===== config.mk =====
export PLATFORM = sky130hd
export DESIGN_NAME = rational_arith_unit
export DESIGN_NICKNAME = d
export VERILOG_FILES = /design/src/rau_pkg.sv /design/src/rational_arith_unit.sv /design/src/rau_ctrl.sv /design/src/rau_dp.sv
export SDC_FILE = /design/constraint.sdc
export NUM_CORES = 2
export LEC_CHECK = 0
export BUFFER_PORTS_ARGS = -buffer_cell sky130_fd_sc_hd__buf_2
export CAP_MARGIN = 20
export CORE_MARGIN = 2
export CORE_UTILIZATION = 50
export DETAILED_ROUTE_END_ITERATION = 10
export GPL_TIMING_DRIVEN = 0
export PLACE_DENSITY = 0.66
export RECOVER_POWER = 50
export SLEW_MARGIN = 20
export SYNTH_ARGS = -nofsm -noshare
export SYNTH_HDL_FRONTEND = slang
export SYNTH_SLANG_ARGS = --single-unit

===== constraint.sdc =====
create_clock -name clk -period 33.6 [get_ports clk]
set_input_delay 3.36 -clock clk [delete_from_list [all_inputs] [get_ports clk]]
set_output_delay 3.36 -clock clk [all_outputs]
set_load 0.05 [all_outputs]

===== src/rau_pkg.sv =====
// rau_pkg: word width, command and status types and helper functions
// shared by the rational arithmetic unit controller and datapath.
// No dependencies.
package rau_pkg;

  localparam int WORD_BITS = 32;
  localparam int W         = WORD_BITS;
  localparam int CNT_W     = $clog2(WORD_BITS) + 1;
  localparam int K_W       = $clog2(WORD_BITS);

  typedef logic [W-1:0] word_t;

  localparam logic [2:0] OP_ADD = 3'd0;
  localparam logic [2:0] OP_SUB = 3'd1;
  localparam logic [2:0] OP_MUL = 3'd2;
  localparam logic [2:0] OP_DIV = 3'd3;
  localparam logic [2:0] OP_EQ  = 3'd4;

  localparam logic [1:0] MSTEP_0 = 2'd0;
  localparam logic [1:0] MSTEP_1 = 2'd1;
  localparam logic [1:0] MSTEP_2 = 2'd2;

  typedef enum logic [3:0] {
    S_IDLE, S_MUL0, S_MUL1, S_MUL2, S_ADD, S_COPYA, S_GINIT, S_GSTEP,
    S_DSTEPN, S_DINITD, S_DSTEPD, S_AFTER, S_FIN
  } ctl_state_t;

  typedef enum logic [3:0] {
    C_NOP, C_LOAD, C_MUL, C_ADD, C_COPY_A, C_SWAP_B, C_GCD_INIT, C_GCD_STEP,
    C_DIV_INIT, C_DIV_STEP, C_DIV_STORE, C_FINISH
  } cmd_code_t;

  typedef struct packed {
    cmd_code_t  code;
    logic [2:0] op;
    logic [1:0] mul_step;
    logic       div_den;  // 1: divider works on the denominator
  } ctrl_cmd_t;

  typedef struct packed {
    logic skip;      // numerator or denominator zero, no reduction
    logic gcd_done;
    logic div_done;
  } dp_stat_t;

  function automatic word_t mag(input word_t v);
    return v[W-1] ? word_t'(-v) : v;
  endfunction

  function automatic word_t wrap_in(input logic [31:0] f);
    logic signed [63:0] t;
    t = 64'(signed'(f));
    return t[W-1:0];
  endfunction

  function automatic logic [31:0] to_field(input word_t v);
    logic signed [63:0] t;
    t = 64'(signed'(v));
    return t[31:0];
  endfunction

endpackage


===== src/rational_arith_unit.sv =====
// rational_arith_unit: top level of the fraction add/sub/mul/div/compare
// unit. Instantiates rau_ctrl and rau_dp; depends on rau_pkg.
//
// One transaction at a time. Add and subtract form three products and a
// sum through one shared WORD_BITS multiplier, multiply and divide two
// products. Reduction then runs a binary gcd, one shift or subtract a
// cycle, and two restoring divisions, one for the numerator and one for
// the denominator; compare reduces both operands. Reduction is skipped
// when numerator or denominator is zero. A finished result sits in the
// output register while the next transaction is accepted.
module rational_arith_unit import rau_pkg::*; (
  input  logic        clk,
  input  logic        rst_n,
  input  logic        in_valid,
  output logic        in_ready,
  input  logic [2:0]  in_op,
  input  logic [31:0] in_a_num,
  input  logic [31:0] in_a_den,
  input  logic [31:0] in_b_num,
  input  logic [31:0] in_b_den,
  output logic        out_valid,
  input  logic        out_ready,
  output logic [31:0] out_res_num,
  output logic [31:0] out_res_den,
  output logic        out_is_equal,
  output logic        out_overflow,
  output logic        out_zero_den
);

  ctrl_cmd_t cmd;
  dp_stat_t  stat;

  // Sequence commands: load, multiply or copy, reduce, hold result.
  rau_ctrl u_ctrl (
    .clk       (clk),
    .rst_n     (rst_n),
    .in_valid  (in_valid),
    .in_ready  (in_ready),
    .in_op     (in_op),
    .out_valid (out_valid),
    .out_ready (out_ready),
    .cmd       (cmd),
    .stat      (stat)
  );

  // Hold operands and do the arithmetic.
  rau_dp u_dp (
    .clk      (clk),
    .cmd      (cmd),
    .stat     (stat),
    .in_a_num (in_a_num),
    .in_a_den (in_a_den),
    .in_b_num (in_b_num),
    .in_b_den (in_b_den),
    .res_num  (out_res_num),
    .res_den  (out_res_den),
    .res_eq   (out_is_equal),
    .res_ovf  (out_overflow),
    .res_zd   (out_zero_den)
  );

endmodule


===== src/rau_ctrl.sv =====
// rau_ctrl: sequencing state machine of the rational arithmetic unit.
// Depends on rau_pkg.
module rau_ctrl import rau_pkg::*; (
  input  logic       clk,
  input  logic       rst_n,
  input  logic       in_valid,
  output logic       in_ready,
  input  logic [2:0] in_op,
  output logic       out_valid,
  input  logic       out_ready,
  output ctrl_cmd_t  cmd,
  input  dp_stat_t   stat
);

  ctl_state_t state_r, state_nxt;
  logic [2:0] op_r, op_nxt;
  logic       phase_r, phase_nxt;
  logic       out_valid_r, out_valid_nxt;

  always_ff @(posedge clk) begin
    if (!rst_n) begin
      state_r     <= S_IDLE;
      op_r        <= OP_ADD;
      phase_r     <= 1'b0;
      out_valid_r <= 1'b0;
    end else begin
      state_r     <= state_nxt;
      op_r        <= op_nxt;
      phase_r     <= phase_nxt;
      out_valid_r <= out_valid_nxt;
    end
  end

  always_comb begin
    state_nxt     = state_r;
    op_nxt        = op_r;
    phase_nxt     = phase_r;
    out_valid_nxt = out_valid_r && !out_ready;
    in_ready      = 1'b0;
    cmd.code      = C_NOP;
    cmd.op        = op_r;
    cmd.mul_step  = MSTEP_0;
    cmd.div_den   = 1'b0;
    case (state_r)
      S_IDLE: begin
        in_ready = 1'b1;
        cmd.op   = in_op;
        if (in_valid) begin
          cmd.code  = C_LOAD;
          op_nxt    = in_op;
          phase_nxt = 1'b0;
          if (in_op <= OP_DIV)     state_nxt = S_MUL0;
          else if (in_op == OP_EQ) state_nxt = S_COPYA;
          else                     state_nxt = S_FIN;
        end
      end
      S_MUL0: begin
        cmd.code = C_MUL; cmd.mul_step = MSTEP_0; state_nxt = S_MUL1;
      end
      S_MUL1: begin
        cmd.code = C_MUL; cmd.mul_step = MSTEP_1;
        state_nxt = (op_r <= OP_SUB) ? S_MUL2 : S_GINIT;
      end
      S_MUL2: begin
        cmd.code = C_MUL; cmd.mul_step = MSTEP_2; state_nxt = S_ADD;
      end
      S_ADD: begin
        cmd.code = C_ADD; state_nxt = S_GINIT;
      end
      S_COPYA: begin
        cmd.code = C_COPY_A; state_nxt = S_GINIT;
      end
      S_GINIT: begin
        if (stat.skip) begin
          state_nxt = S_AFTER;
        end else begin
          cmd.code = C_GCD_INIT; state_nxt = S_GSTEP;
        end
      end
      S_GSTEP: begin
        if (stat.gcd_done) begin
          cmd.code = C_DIV_INIT; state_nxt = S_DSTEPN;
        end else begin
          cmd.code = C_GCD_STEP;
        end
      end
      S_DSTEPN: begin
        if (stat.div_done) begin
          cmd.code = C_DIV_STORE; state_nxt = S_DINITD;
        end else begin
          cmd.code = C_DIV_STEP;
        end
      end
      S_DINITD: begin
        cmd.code = C_DIV_INIT; cmd.div_den = 1'b1; state_nxt = S_DSTEPD;
      end
      S_DSTEPD: begin
        cmd.div_den = 1'b1;
        if (stat.div_done) begin
          cmd.code = C_DIV_STORE; state_nxt = S_AFTER;
        end else begin
          cmd.code = C_DIV_STEP;
        end
      end
      S_AFTER: begin
        if (op_r == OP_EQ && !phase_r) begin
          cmd.code = C_SWAP_B; phase_nxt = 1'b1; state_nxt = S_GINIT;
        end else begin
          state_nxt = S_FIN;
        end
      end
      S_FIN: begin
        if (!out_valid_r || out_ready) begin
          cmd.code      = C_FINISH;
          out_valid_nxt = 1'b1;
          state_nxt     = S_IDLE;
        end
      end
      default: state_nxt = S_IDLE;
    endcase
  end

  assign out_valid = out_valid_r;

endmodule


===== src/rau_dp.sv =====
// rau_dp: operand registers, shared multiplier, binary gcd and serial
// divider of the rational arithmetic unit. Depends on rau_pkg.
module rau_dp import rau_pkg::*; (
  input  logic        clk,
  input  ctrl_cmd_t   cmd,
  output dp_stat_t    stat,
  input  logic [31:0] in_a_num,
  input  logic [31:0] in_a_den,
  input  logic [31:0] in_b_num,
  input  logic [31:0] in_b_den,
  output logic [31:0] res_num,
  output logic [31:0] res_den,
  output logic        res_eq,
  output logic        res_ovf,
  output logic        res_zd
);

  word_t an_r, ad_r, bn_r, bd_r, p_r, q_r, rn_r, rd_r;
  word_t u_r, v_r, g_r, dq_r, rem_r;
  logic [K_W-1:0]   k_r;
  logic [CNT_W-1:0] cnt_r;
  logic             ovf_r;
  logic [31:0]      rnum_r, rden_r;
  logic             req_r, rovf_r, rzd_r;

  logic signed [W-1:0]   ma, mb;
  logic signed [2*W-1:0] prod;
  logic                  prod_ovf;
  word_t                 sum, div_q;
  logic                  sub, sy, sum_ovf, ge, tgt_neg;
  logic [W:0]            sh, shd;

  always_comb begin
    ma = an_r;
    mb = bd_r;
    case (cmd.mul_step)
      MSTEP_0: begin
        ma = an_r; mb = (cmd.op == OP_MUL) ? bn_r : bd_r;
      end
      MSTEP_1: begin
        if (cmd.op <= OP_SUB)      begin ma = bn_r; mb = ad_r; end
        else if (cmd.op == OP_MUL) begin ma = ad_r; mb = bd_r; end
        else                       begin ma = ad_r; mb = bn_r; end
      end
      default: begin
        ma = ad_r; mb = bd_r;
      end
    endcase
    prod     = ma * mb;
    prod_ovf = |prod[2*W-1:W-1] && !(&prod[2*W-1:W-1]);
    sub      = (cmd.op == OP_SUB);
    sum      = sub ? word_t'(p_r - q_r) : word_t'(p_r + q_r);
    sy       = q_r[W-1] ^ sub;
    sum_ovf  = (p_r[W-1] == sy) && (sum[W-1] != p_r[W-1]);
    sh       = {rem_r, dq_r[W-1]};
    ge       = sh >= {1'b0, g_r};
    shd      = sh - {1'b0, g_r};
    tgt_neg  = cmd.div_den ? rd_r[W-1] : rn_r[W-1];
    div_q    = tgt_neg ? word_t'(-dq_r) : dq_r;
  end

  assign stat.skip     = (rn_r == '0) || (rd_r == '0);
  assign stat.gcd_done = (u_r == '0) || (v_r == '0);
  assign stat.div_done = (cnt_r == CNT_W'(WORD_BITS));

  always_ff @(posedge clk) begin
    case (cmd.code)
      C_LOAD: begin
        an_r  <= wrap_in(in_a_num);
        ad_r  <= wrap_in(in_a_den);
        bn_r  <= wrap_in(in_b_num);
        bd_r  <= wrap_in(in_b_den);
        ovf_r <= 1'b0;
      end
      C_MUL: begin
        ovf_r <= ovf_r | prod_ovf;
        case (cmd.mul_step)
          MSTEP_0: if (cmd.op <= OP_SUB) p_r <= prod[W-1:0]; else rn_r <= prod[W-1:0];
          MSTEP_1: if (cmd.op <= OP_SUB) q_r <= prod[W-1:0]; else rd_r <= prod[W-1:0];
          default: rd_r <= prod[W-1:0];
        endcase
      end
      C_ADD: begin
        rn_r  <= sum;
        ovf_r <= ovf_r | sum_ovf;
      end
      C_COPY_A: begin
        rn_r <= an_r;
        rd_r <= ad_r;
      end
      C_SWAP_B: begin
        p_r  <= rn_r;
        q_r  <= rd_r;
        rn_r <= bn_r;
        rd_r <= bd_r;
      end
      C_GCD_INIT: begin
        u_r <= mag(rn_r);
        v_r <= mag(rd_r);
        k_r <= '0;
      end
      C_GCD_STEP: begin
        if (!u_r[0] && !v_r[0]) begin
          u_r <= u_r >> 1;
          v_r <= v_r >> 1;
          k_r <= K_W'(k_r + 1'b1);
        end else if (!u_r[0]) begin
          u_r <= u_r >> 1;
        end else if (!v_r[0]) begin
          v_r <= v_r >> 1;
        end else if (u_r >= v_r) begin
          u_r <= word_t'(u_r - v_r) >> 1;
        end else begin
          v_r <= word_t'(v_r - u_r) >> 1;
        end
      end
      C_DIV_INIT: begin
        if (!cmd.div_den) g_r <= (u_r | v_r) << k_r;
        dq_r  <= cmd.div_den ? mag(rd_r) : mag(rn_r);
        rem_r <= '0;
        cnt_r <= '0;
      end
      C_DIV_STEP: begin
        rem_r <= ge ? shd[W-1:0] : sh[W-1:0];
        dq_r  <= {dq_r[W-2:0], ge};
        cnt_r <= CNT_W'(cnt_r + 1'b1);
      end
      C_DIV_STORE: begin
        if (cmd.div_den) rd_r <= div_q; else rn_r <= div_q;
      end
      C_FINISH: begin
        if (cmd.op <= OP_DIV) begin
          rnum_r <= to_field(rn_r);
          rden_r <= to_field(rd_r);
          req_r  <= 1'b0;
          rovf_r <= ovf_r;
          rzd_r  <= (rd_r == '0);
        end else begin
          rnum_r <= 32'd0;
          rden_r <= 32'd1;
          req_r  <= (cmd.op == OP_EQ) && (p_r == rn_r) && (q_r == rd_r);
          rovf_r <= 1'b0;
          rzd_r  <= 1'b0;
        end
      end
      default: ;
    endcase
  end

  assign res_num = rnum_r;
  assign res_den = rden_r;
  assign res_eq  = req_r;
  assign res_ovf = rovf_r;
  assign res_zd  = rzd_r;

endmodule


After elaboration in Yosys (flattened, before gate mapping) --
Cells that the tools add are included.
Operators by class: add/subtract/negate cells 10, multipliers 1, $lt $le $gt $ge 6, equal/unequal tests 53, shift-type cells 1, mux-type cells 68, bitwise gates (word level) 5, reductions and logical operators 47
Operators by type and width (count):
- 32-bit two-way mux | 25
- 32-bit case mux with 2 select lines | 9
- 32-bit case mux with 5 select lines | 1
- 32-bit logical NOT | 4
- 32-bit case mux with 4 select lines | 1
- 32-bit subtractor | 4
- 32-bit negation | 3
- 32-bit equality test | 2
- 32-bit by 32-bit multiplier with 64-bit output | 1
- 4-bit case mux with 12 select lines | 1
- 4-bit two-way mux | 11
- 4-bit case mux with 10 select lines | 1
- 4-bit equality test, second input constant | 9
- 33-bit by 32-bit greater-or-equal comparator with 1-bit output | 1
- 33-bit AND reduction | 1
- 33-bit OR reduction | 1
- 32-bit adder | 1
- 4-bit by 3-bit equality test with 1-bit output, second input constant | 8
- 32-bit greater-or-equal comparator | 1
- 32-bit OR | 1
- 32-bit by 5-bit left shift with 32-bit output | 1
- 4-bit by 2-bit equality test with 1-bit output, second input constant | 4
- 2-bit inequality test, second input constant | 8
- 3-bit AND reduction | 5
- 42 further kinds | 87
Storage, ports and cells: register bits 504, logic and storage cells 218

Logic depth before layout (Yosys ltp) --
depth in word-level cells 12, mapped depth 43, depth with buffers taken out 38

Cells and area by module --
Synthesis repeated with hierarchy kept, for this count alone.
Second synthesis, totals: cell total of the unflattened synthesis 7390, area total of the unflattened synthesis 69635.5 um^2
Modules (own cells, without submodules):
- rau_dp | instances 1, cells each 7289, area each 68868.6 um^2
- rau_ctrl | instances 1, cells each 101, area each 767.0 um^2

Worst setup path before layout --
No wires, ideal clock.
path kind input to register, start point input in_op[2], end point register u_dp.ovf_r (data pin), library setup time 0.266 ns, arrival 13.426 ns, path slack 19.908 ns, stages on the path 34, path buffers 2, cells stage by stage mux2i_2 nand2_1 a21oi_1 clkbuf_1 o21a_1 clkbuf_1 nand2_1 inv_1 fa_1 fa_1 inv_1 fa_1 inv_1 fa_1 inv_1 fa_1 fa_1 fa_1 fa_1 inv_1 ha_1 and2_1 a221oi_1 nor4b_1 o221ai_1 nand3_1 nand2_2 nor2_1 mux2_1 or4b_1 or4b_1 nor4_1 and4_1 o31ai_1
Between the ends: longest elaborated chain between the ends 11
RTL lines:
- start, declared | line rational_arith_unit.sv:16 | input logic [2:0] in_op,
- 3-bit two-way mux * | line rau_ctrl.sv:44 | case (state_r)
- branches (longest 9 deep; another with 32-bit by 32-bit multiplier with 64-bit output)
- 1-bit case mux with 3 select lines * | line rau_dp.sv:67 | case (cmd.code)
- end signal, assigned | line rau_dp.sv:76 | ovf_r <= ovf_r | prod_ovf;
- end signal, assigned | line rau_dp.sv:85 | ovf_r <= ovf_r | sum_ovf;
- end, declared | line rau_dp.sv:22 | logic ovf_r;
Mark *: on every way between the ends. A chain may end at the register's enable or synchronous reset.

Worst setup path in the final report --
Ends and elaborated chain as after synthesis.

==> flow_metrics.env <==
export IMPL_yosysWarnings=0
export IMPL_crit_required_ns=34.03
export IMPL_die_h_um=375
export IMPL_clock_tree_buffer_depth=3
export IMPL_rrSetupSlack_ns=16.56
export IMPL_cpMostUsedCell="fa_1"
export IMPL_synth_edf_count=495
export IMPL_synth_ff_type="edfxtp_1"
export IMPL_clock_root_buffer="clkbuf_16"
export IMPL_crit_path_max_fanout=16
export IMPL_finalCritPeriodShare_pct=54.7
export IMPL_cp_slowest_cell="mux2i_1"
export IMPL_grt_overflow=0
export IMPL_dp_cells=9148
export IMPL_multi_input_area_um2=48600
export IMPL_wl_per_cell_um=33.3
export IMPL_hold_violations=0
export IMPL_max_cap_viol_count=5
export IMPL_critPathBufInv=6
export IMPL_avgSynthCellArea_um2=9.64
export IMPL_n_fill_cell=12600
export IMPL_die_area_um2=140000
export IMPL_setup_violations=0
export IMPL_netlist_top_cells_count="1086 x fa_1, 900 x inv_1, 868 x nand2_1"
export IMPL_htree_levels=2
export IMPL_core_area_um2=136000
export IMPL_critPathLaunchType="input port"
export IMPL_holdCritPathClass="flop to flop"
export IMPL_final_setup_tns_ns=0
export IMPL_cts_resized=0
export IMPL_clk_insertion_delay_late_ns=0.75
export IMPL_clock_sinks=504
export IMPL_fin_crit_ns=18.39
export IMPL_ys_types=105
export IMPL_crit_path_max_incr_delay_ns=1.22
export IMPL_ant_nets=0
export IMPL_ys_seq_area_share_pct=21.9
export IMPL_synth_top_area_cell="fa_1"
export IMPL_synthArstFlopShare_pct=0
export IMPL_synth_most_common_cell="fa_1"
export IMPL_worstMarginPinSlew_ns=5.57
export IMPL_groute_usage_overall_pct=44.1
export IMPL_viasPerCell=6.32
export IMPL_rows=135
export IMPL_synth_area_leaders="fa_1 32%, edfxtp_1 22%, ha_1 6.4%"
export IMPL_slew_violations=169
export IMPL_drtIter0Drc=6948
export IMPL_clk_pin_slew_ns=0.07
export IMPL_post_cts_buffers=0
export IMPL_synthCells=7119
export IMPL_initial_utilization_pct=50.5
export IMPL_gp_congestion=1.06
export IMPL_fin_worst_skew_ns=0.0646
export IMPL_ys_seq_elements=504
export IMPL_grt_pass1_wl_um=435000
export IMPL_grt_max_degree=96
export IMPL_slew_headroom_pct=-271
export IMPL_crit_family="adder cells"
export IMPL_worst_setup_path_type="input port to flop"
export IMPL_grt_pass1_vias=60200
export IMPL_cts_hold_buffers_added=0
export IMPL_synthesis_area_um2=68600
export IMPL_rsz0062_at_grt="no"
export IMPL_drc_errors=0
export IMPL_pin_count=204
export IMPL_portBuffers=203
export IMPL_cts_tree="built"
export IMPL_critPathArrivalTime_ns=18.82
export IMPL_instances_no_fill=9265
export IMPL_fmax_mhz=54.4
export IMPL_nets=8999
export IMPL_outcome="finished, violations left"
export IMPL_drt_pass1_iter_count=8
export IMPL_dp_hpwl_um=257000
export IMPL_drt_total_wl_um=309000
export IMPL_cp_end_kind="flop"
export IMPL_cts_buffers=59
export IMPL_violations="capacitance limit, slew limit"
export IMPL_seq_area_um2=15000
export IMPL_syn_num_nets=8689
export IMPL_die_w_um=375
export IMPL_synth_top_area_share_pct=31.7
export IMPL_area_growth_syn_to_layout_pct=8.76
export IMPL_num_vias=58500
export IMPL_drive_gt1_share_pct=6.65
export IMPL_antenna_found_initial=16
metrics by stage:
step / hold slack (ns) / util [%] / setup WS [ns] / instance area (µm²)
CTS: 0.495 / 55.1 / 16.17 / 74900
detailed placement: 0.482 / 53.5 / 15.45 / 72700
finish: 0.479 / 55.0 / 15.21 / 74700
global route: 0.511 / 55.0 / 15.05 / 74600
floorplan: 0.448 / - / 19.91 / 68600
global placement: 0.472 / 52.9 / 15.70 / 71900
cell families (layout without fill, tap and decap cells):
family	after synthesis	in the layout	share of synthesized area (%)
adder cells (fa/ha/maj)	1435	1435	38.0
AO/OA/AOI/OAI	1177	1177	11.3
multiplexers	136	136	2.51
buffers and inverters	1288	1648	7.47
other	0	5	0
AND/OR/NAND/NOR	2209	2209	14.0
XOR/XNOR	370	370	4.73
flip-flops	504	504	21.9
area by class of cell:
| type | count | area share, % |
|---|---|---|
| antenna | 5 | 0.0168 |
| buffer | 381 | 2.29 |
| clock buffer | 65 | 2.01 |
| clock inverter | 46 | 0.915 |
| inverter | 907 | 4.56 |
| multi-input combinational | 5327 | 65.1 |
| sequential | 504 | 20.2 |
| tap | 1781 | 2.98 |
| timing repair buffer | 249 | 1.97 |
routing by layer:
layer / wire [µm] / vias to the layer above / track usage [%] / part of all wire (%)
met2: 136000 / 3757 / 67.6 / 44
li1: - / 24100 / - / -
met1: 105000 / 29600 / 51.7 / 34
met5: 69 / - / 0.274 / 0.022
met4: 32000 / 4 / 35.9 / 10
met3: 35000 / 1110 / 12.6 / 11
tightest hold or removal path: stages (launching register included):
cell and delay [ns]:
dfxtp_1 0.33, nand2_1 0.06, a21oi_1 0.05
final timing paths:
kind,cells past startpoint,endpoint,start
setup reg to reg,36,u_dp.ovf_r,u_ctrl.state_r[1]
hold reg to reg,2,u_ctrl.op_r[2],u_ctrl.op_r[2]
hold / removal,2,u_ctrl.op_r[2],u_ctrl.op_r[2]
setup / recovery,33,u_dp.ovf_r,in_op[2]
cells in the final DEF, fill, tap and decap left out, types with 24 or more instances in the layout:
master     synthesis  routed
nor4_1            50      49
and2_0             0      28
o21bai_1          50      50
edfxtp_1         495     495
a21oi_2            6      24
xnor2_1          202     200
fa_1            1086    1086
nand2_1          868     867
mux2i_1           81      82
clkbuf_1         264     349
o211ai_1          27      27
a21oi_1          367     345
inv_1            900     898
o21a_1            40      40
or3_1             27      30
nor2b_1           27      27
xor2_1           167     167
mux4_2            26      26
a221oi_1          85      84
a22oi_1           28      28
o31ai_1           38      39
a211oi_1          47      47
and2_1           104      76
nand4_1           44      44
clkbuf_16          1      60
o21ai_0          170     169
ha_1             349     349
nor3_1            92      92
nand3_1           57      57
buf_2             59     204
nand2b_1          35      35
nor2_1           809     809
a21o_1           140     140
Power is not shown: default switching activity piles up to over one toggle a cycle in this logic, so the estimate is an artifact.
